**src/rtl/ale_pkg.sv**
```systemverilog
package ale_pkg;

    localparam int DEPTH = 16;
    localparam int IDX_W = $clog2(DEPTH);
    localparam int CNT_W = $clog2(DEPTH + 1);
    localparam int POS_W = 4;
    localparam int CNT_OUT_W = 5;

    localparam logic [2:0] OP_CLEAR      = 3'd0;
    localparam logic [2:0] OP_PUSH_FRONT = 3'd1;
    localparam logic [2:0] OP_PUSH_BACK  = 3'd2;
    localparam logic [2:0] OP_POP_FRONT  = 3'd3;
    localparam logic [2:0] OP_POP_BACK   = 3'd4;
    localparam logic [2:0] OP_REMOVE     = 3'd5;
    localparam logic [2:0] OP_DUMP       = 3'd6;

    localparam logic [1:0] ST_OK       = 2'd0;
    localparam logic [1:0] ST_EMPTY    = 2'd1;
    localparam logic [1:0] ST_FULL     = 2'd2;
    localparam logic [1:0] ST_NOTFOUND = 2'd3;

    typedef struct packed {
        logic [2:0]         operation;
        logic signed [31:0] value;
    } ale_in_t;

    typedef struct packed {
        logic [1:0]           status;
        logic signed [31:0]   data;
        logic [POS_W-1:0]     position;
        logic [CNT_OUT_W-1:0] count;
        logic                 last;
    } ale_out_t;

    typedef struct packed {
        logic             capture;
        logic             exec;
        logic [IDX_W-1:0] dump_idx;
    } ale_cmd_t;

    typedef struct packed {
        logic out_free;
        logic dump_more;
    } ale_sts_t;

endpackage

```
**src/rtl/array_list_engine_top.sv**
```systemverilog
// Bounded ordered list of up to 16 signed words with clear, front/back push and
// pop, remove-by-value and an in-order dump. One transaction is taken, then
// executed in the following cycle once the result register is free; the input
// stays closed until the last result of the transaction is registered. A dump
// of n entries gives n results, one per cycle unless the result channel stalls.
// Shifts and the key search run across all entries in parallel; back-pressure on
// the result channel stretches the execute cycle. The list contents need no
// clearing after reset: only entries below the fill count are ever read.
module array_list_engine_top (
    input  logic              aclk,
    input  logic              aresetn,
    input  logic              s_valid,
    output logic              s_ready,
    input  ale_pkg::ale_in_t  s_data,
    output logic              m_valid,
    input  logic              m_ready,
    output ale_pkg::ale_out_t m_data
);
    import ale_pkg::*;

    ale_cmd_t cmd;
    ale_sts_t sts;

    ale_ctrl u_ctrl (
        .aclk    (aclk),
        .aresetn (aresetn),
        .s_valid (s_valid),
        .s_ready (s_ready),
        .sts     (sts),
        .cmd     (cmd)
    );

    ale_datapath u_datapath (
        .aclk    (aclk),
        .aresetn (aresetn),
        .s_data  (s_data),
        .cmd     (cmd),
        .sts     (sts),
        .m_valid (m_valid),
        .m_ready (m_ready),
        .m_data  (m_data)
    );

endmodule

```
**src/rtl/ale_ctrl.sv**
```systemverilog
module ale_ctrl (
    input  logic              aclk,
    input  logic              aresetn,
    input  logic              s_valid,
    output logic              s_ready,
    input  ale_pkg::ale_sts_t sts,
    output ale_pkg::ale_cmd_t cmd
);
    import ale_pkg::*;

    localparam logic S_IDLE = 1'b0;
    localparam logic S_EXEC = 1'b1;

    logic             state_reg, state_next;
    logic [IDX_W-1:0] idx_reg, idx_next;

    assign s_ready = (state_reg == S_IDLE);

    always_comb begin
        state_next   = state_reg;
        idx_next     = idx_reg;
        cmd.capture  = 1'b0;
        cmd.exec     = 1'b0;
        cmd.dump_idx = idx_reg;
        unique case (state_reg)
            S_IDLE: begin
                if (s_valid) begin
                    cmd.capture = 1'b1;
                    idx_next    = '0;
                    state_next  = S_EXEC;
                end
            end
            S_EXEC: begin
                // wait for the result register, then run one step
                if (sts.out_free) begin
                    cmd.exec = 1'b1;
                    if (sts.dump_more) begin
                        idx_next = idx_reg + IDX_W'(1);
                    end else begin
                        idx_next   = '0;
                        state_next = S_IDLE;
                    end
                end
            end
            default: state_next = S_IDLE;
        endcase
    end

    always_ff @(posedge aclk) begin
        if (!aresetn) begin
            state_reg <= S_IDLE;
            idx_reg   <= '0;
        end else begin
            state_reg <= state_next;
            idx_reg   <= idx_next;
        end
    end

endmodule

```
**src/rtl/ale_datapath.sv**
```systemverilog
module ale_datapath (
    input  logic              aclk,
    input  logic              aresetn,
    input  ale_pkg::ale_in_t  s_data,
    input  ale_pkg::ale_cmd_t cmd,
    output ale_pkg::ale_sts_t sts,
    output logic              m_valid,
    input  logic              m_ready,
    output ale_pkg::ale_out_t m_data
);
    import ale_pkg::*;

    logic [2:0]       op_reg;
    logic [31:0]      val_reg;
    logic [31:0]      entries_reg [DEPTH];
    logic [31:0]      entries_next [DEPTH];
    logic [31:0]      shifted [DEPTH];
    logic [CNT_W-1:0] count_reg, count_next;
    logic             m_valid_reg, m_valid_next;
    ale_out_t         m_data_reg;
    ale_out_t         res;

    logic [DEPTH-1:0] match;
    logic [DEPTH-1:0] first_hit;
    logic [IDX_W-1:0] found_idx;
    logic [IDX_W-1:0] rm_pos;
    logic [IDX_W-1:0] rd_idx;
    logic [31:0]      rd_word;
    logic             empty, full, found_any, dump_last;

    assign empty     = (count_reg == '0);
    assign full      = (count_reg == CNT_W'(DEPTH));
    assign dump_last = ((CNT_W'(cmd.dump_idx) + CNT_W'(1)) == count_reg);

    // compare the key against every live entry, keep the lowest hit
    always_comb begin
        for (int i = 0; i < DEPTH; i++) begin
            match[i] = (CNT_W'(i) < count_reg) && (entries_reg[i] == val_reg);
        end
    end

    assign first_hit = match & (~match + DEPTH'(1));
    assign found_any = (match != '0);

    always_comb begin
        found_idx = '0;
        for (int i = 0; i < DEPTH; i++) begin
            if (first_hit[i]) begin
                found_idx = found_idx | IDX_W'(i);
            end
        end
    end

    always_comb begin
        unique case (op_reg)
            OP_POP_FRONT: rm_pos = '0;
            OP_POP_BACK:  rm_pos = IDX_W'(count_reg - CNT_W'(1));
            default:      rm_pos = found_idx;
        endcase
    end

    assign rd_idx  = (op_reg == OP_DUMP) ? cmd.dump_idx : rm_pos;
    assign rd_word = entries_reg[rd_idx];

    // close the gap left by a removal
    always_comb begin
        for (int i = 0; i < DEPTH; i++) begin
            if (i < DEPTH - 1 && IDX_W'(i) >= rm_pos) begin
                shifted[i] = entries_reg[(i + 1) % DEPTH];
            end else begin
                shifted[i] = entries_reg[i];
            end
        end
    end

    always_comb begin
        entries_next = entries_reg;
        count_next   = count_reg;
        res          = '0;
        res.status   = ST_OK;
        res.last     = 1'b1;
        unique case (op_reg)
            OP_CLEAR: begin
                count_next = '0;
            end
            OP_PUSH_FRONT: begin
                if (full) begin
                    res.status = ST_FULL;
                end else begin
                    for (int i = 1; i < DEPTH; i++) begin
                        entries_next[i] = entries_reg[i-1];
                    end
                    entries_next[0] = val_reg;
                    count_next      = count_reg + CNT_W'(1);
                end
            end
            OP_PUSH_BACK: begin
                if (full) begin
                    res.status = ST_FULL;
                end else begin
                    entries_next[IDX_W'(count_reg)] = val_reg;
                    count_next   = count_reg + CNT_W'(1);
                    res.position = POS_W'(count_reg);
                end
            end
            OP_POP_FRONT, OP_POP_BACK: begin
                if (empty) begin
                    res.status = ST_EMPTY;
                end else begin
                    entries_next = shifted;
                    count_next   = count_reg - CNT_W'(1);
                    res.data     = rd_word;
                    res.position = POS_W'(rm_pos);
                end
            end
            OP_REMOVE: begin
                if (found_any) begin
                    entries_next = shifted;
                    count_next   = count_reg - CNT_W'(1);
                    res.data     = rd_word;
                    res.position = POS_W'(rm_pos);
                end else begin
                    res.status = ST_NOTFOUND;
                end
            end
            OP_DUMP: begin
                if (empty) begin
                    res.status = ST_EMPTY;
                end else begin
                    res.data     = rd_word;
                    res.position = POS_W'(cmd.dump_idx);
                    res.last     = dump_last;
                end
            end
            default: begin
            end
        endcase
        res.count = CNT_OUT_W'(count_next);
    end

    assign sts.out_free  = !m_valid_reg || m_ready;
    assign sts.dump_more = (op_reg == OP_DUMP) && !empty && !dump_last;

    always_comb begin
        m_valid_next = m_valid_reg;
        if (cmd.exec) begin
            m_valid_next = 1'b1;
        end else if (m_ready) begin
            m_valid_next = 1'b0;
        end
    end

    always_ff @(posedge aclk) begin
        if (!aresetn) begin
            count_reg   <= '0;
            m_valid_reg <= 1'b0;
        end else begin
            m_valid_reg <= m_valid_next;
            if (cmd.exec) begin
                count_reg <= count_next;
            end
        end
    end

    always_ff @(posedge aclk) begin
        if (cmd.capture) begin
            op_reg  <= s_data.operation;
            val_reg <= s_data.value;
        end
        if (cmd.exec) begin
            entries_reg <= entries_next;
            m_data_reg  <= res;
        end
    end

    assign m_valid = m_valid_reg;
    assign m_data  = m_data_reg;

endmodule

```
**config.mk**
```make
export PLATFORM = sky130hd
export DESIGN_NAME = array_list_engine_top
export DESIGN_NICKNAME = d
export VERILOG_FILES = /design/src/rtl/ale_pkg.sv /design/src/rtl/array_list_engine_top.sv /design/src/rtl/ale_ctrl.sv /design/src/rtl/ale_datapath.sv
export SDC_FILE = /design/constraint.sdc
export NUM_CORES = 2
export LEC_CHECK = 0
export ABC_CLOCK_PERIOD_IN_PS = 5400
export BUFFER_PORTS_ARGS = -buffer_cell sky130_fd_sc_hd__buf_4
export CAP_MARGIN = 20
export CORE_ASPECT_RATIO = 1.5
export CORE_MARGIN = 2
export CORE_UTILIZATION = 40
export CTS_CLUSTER_SIZE = 14
export DETAILED_ROUTE_END_ITERATION = 10
export RECOVER_POWER = 100
export SKIP_LAST_GASP = 1
export SYNTH_ARGS = -nofsm -noshare
export SYNTH_HDL_FRONTEND = slang
export SYNTH_SLANG_ARGS = --single-unit
```
**constraint.sdc**
```tcl
create_clock -name aclk -period 5.4 [get_ports aclk]
set_input_delay 0.27 -clock aclk [delete_from_list [all_inputs] [get_ports aclk]]
set_output_delay 0.27 -clock aclk [all_outputs]
set_load 0.03 [all_outputs]
```
==> results.yml <==
outcome:
  outcome: "finished with violations"
  violations: "max-capacitance violations, max-slew violations, negative setup slack"
pwr:
  power_leakage_nw: 18.6
  p_total_mw: 13.7
  p_clk_share_pct: 35.5
  cellInternalPower_mw: 9.16
  vdd_drop_max_uv: 276
  seq_power_share_pct: 42.6
  swShare_pct: 33.1
  power.density_mw_per_mm2: 277
  p_switching_mw: 4.54
  power_frac_comb_pct: 21.9
yosys:
  synth_seq_cells: 602
  syn_area_per_cell_sq_um: 10.5
  async_flop_share_pct: 0
  yosysSeqAreaShare_pct: 40.7
  synthesis.area_sq_mm: 0.0442
  synth_warnings: 0
  yosysUniqueCellTypes: 81
  synth_edf_count: 591
  syn_nets: 4252
  synthFlopType: "edfxtp_1"
  syn_inst: 4206
routing:
  wl_per_cell_um: 39.2
  num_vias: 39528
  ant_nets: 0
  first_iter_violations: 5870
  via_per_inst: 6.90
  finalWirelength_um: 225000
  dr.pass1.iters: 9
  drc_errors: 0
timing:
  hold_viol: 0
  relSlewSlack_pct: -144
  timing.final.ws_setup_ps: -1.34
  worst_slew_pin_slew_ps: 3650
  fin_skew_ps: 27.4
  final-setup-viol-count: 1
  fin_crit_ps: 5400
  fin_crit_sh_pct: 100
  rsz0062_at_grt: "false"
  setup-tns-final_ps: -1.34
  hold_ws_ps: 322
  slew_viol_final: 652
  max_freq_ghz: 0.185
layout:
  nets: 4283
  syn2layout_area_growth_pct: 12.0
  drive_gt1_share_pct: 14.5
  stdcell_area_sq_mm: 0.0495
  final_util_pct: 45.1
  largest_reg_flops: 512
clock_network:
  cts_made_buffers: 68
  htreeDepth: 3
  clkLatencyLatePin_ps: 690
  cts_buffer_depth: 3
  cts_root_buf: "clkbuf_16"
  numClockSinks: 602
  clk_pin_slew_ps: 70
  cts_tree: "done"
global_route:
  first_global_vias: 37325
  antenna_found_initial: 16
  gr-total-overflow: 0
  grt_first_pass_wirelength_um: 308000
  grt_usage_pct: 38.9
  grt_max_degree: 228
hold_path:
  hold_end: "u_datapath.val_reg[24]"
  hold_class: "primary input to register"
  min-delay-start: "s_data[24]"
  min_path_cells: 2
place:
  gp_congestion: 1.13
  dp_hpwl_um: 162000
  place_area_sq_mm: 0.0474
  portBuffers: 84
worst_setup_path:
  arrival_ps: 5840
  crit_fanout: 25
  r2r_setup_slack_ps: -1
  cp.required_ps: 5840
  rr_worst_depth: 15
  r2r-end: "u_datapath.m_data[33]"
  startpoint_type: "register"
  r2r_start: "u_datapath.val_reg[2]"
  crit_type: "register to register"
  end_kind: "register"
run:
  drv_cap: 7
floorplanning:
  num_rows: 149
  pin_count: 85
  die_y_um: 411
  dieArea_sq_mm: 0.113
  start_util_pct: 40.2
  die_x_um: 275
  core_sq_mm: 0.110
## cell families (layout without fill, tap and decap cells)
kind of cell | after synthesis | count (layout) | share of synthesized area, %
simple gates | 629 | 629 | 8.05
other cells | 0 | 6 | 0
buf+inv | 503 | 582 | 5.61
xor+xnor | 520 | 520 | 10.3
fa+ha+maj | 7 | 7 | 0.198
compound gates | 1244 | 1244 | 18.6
mux | 701 | 701 | 16.5
flops | 602 | 602 | 40.7
## power by group through the flow
stage                     registers [mW]  clock network, mW  logic, mW
after floorplan                     5.74                  0       1.70
after global placement              5.90                  0       2.86
after detailed placement            5.90                  0       2.88
after CTS                           5.80               4.88       2.91
after global routing                5.83               5.03       3.09
final                               5.83               4.86       3.01
## worst max-delay path: stages, from the launching register on
cell	delay (ps)
edfxtp_1	600
buf_12	270
xnor2_1	720
nand4_1	160
nor4_1	550
and3_1	330
nor4_2	100
and4b_1	250
or2_2	300
o21ai_2	500
a31oi_4	220
buf_12	220
clkbuf_1	200
o221ai_1	410
o22ai_1	130
buf_4	160
## metal layers
layer  GRT usage, %  share of wire [%]
met3           6.50                7.9
met2           60.1                 45
met1           44.0                 34
met5              0              0.016
met4           40.3                 13
## cells in the final DEF, fill, tap and decap left out, types with 35 or more instances in the layout
cell,instances
a22oi_1,431
and2_1,35
buf_12,46
buf_4,192
clkbuf_1,80
clkbuf_16,69
dlygate4sd3_1,37
edfxtp_1,591
inv_1,71
mux2_1,40
mux2_2,180
mux2i_1,481
nand2_1,122
nand3_1,42
nand4_1,121
nor2_1,44
nor4_1,109
o21ai_0,485
o221ai_1,85
o22ai_1,81
xnor2_1,280
xor2_1,234
## what timing repair did
action                                 4_1_cts  5_1_grt
setup endpoints to repair                    0       14
resized for setup                            0       11
endpoints found under the hold margin       46        0
buffers inserted                             0        6
hold buffers                                37        0
## layout make-up
cell class,count,area [sq um]
tap,1434,1790
fill,10386,60300
multi-input combinational,3101,24000
clock buffer,79,1760
timing repair buffer,391,3320
clock inverter,39,397
sequential,602,18000
antenna,6,15.0
inverter,73,274
## worst max path at each step
stage                       startpoint                     endpoint  slack (ps)
2_1_floorplan  u_datapath.count_reg[1]  u_datapath.entries_reg[100]         650
3_3_place_gp     u_datapath.val_reg[2]        u_datapath.m_data[35]          80
3_5_place_dp     u_datapath.val_reg[4]        u_datapath.m_data[35]          90
4_1_cts          u_datapath.val_reg[4]        u_datapath.m_data[35]          50
5_1_grt         u_datapath.val_reg[25]        u_datapath.m_data[15]          10
6_report         u_datapath.val_reg[2]        u_datapath.m_data[33]          -1
## per-stage QoR
step | setup slack (ps) | cells
floorplan | 646 | 4206
global placement | 77.7 | 5554
detailed placement | 87.2 | 5555
CTS | 46.6 | 5710
global route | 13.0 | 5721
finish | -1.34 | 5725
## cells in the mapped netlist (46+ instances only)
master / count / area, sq um
a22oi_1: 431 / 3240
o221ai_1: 88 / 771
buf_2: 59 / 295
mux2i_1: 481 / 4810
o22ai_1: 81 / 507
edfxtp_1: 591 / 17700
nor2_1: 46 / 173
clkbuf_1: 227 / 852
nor4_1: 110 / 688
nand2_1: 134 / 503
buf_6: 49 / 552
inv_1: 72 / 270
buf_1: 56 / 210
xnor2_1: 285 / 2500
xor2_1: 235 / 2060
mux2_2: 180 / 2030
o21ai_0: 487 / 2440
nand4_1: 121 / 757
(Power assumes the default switching activity.)
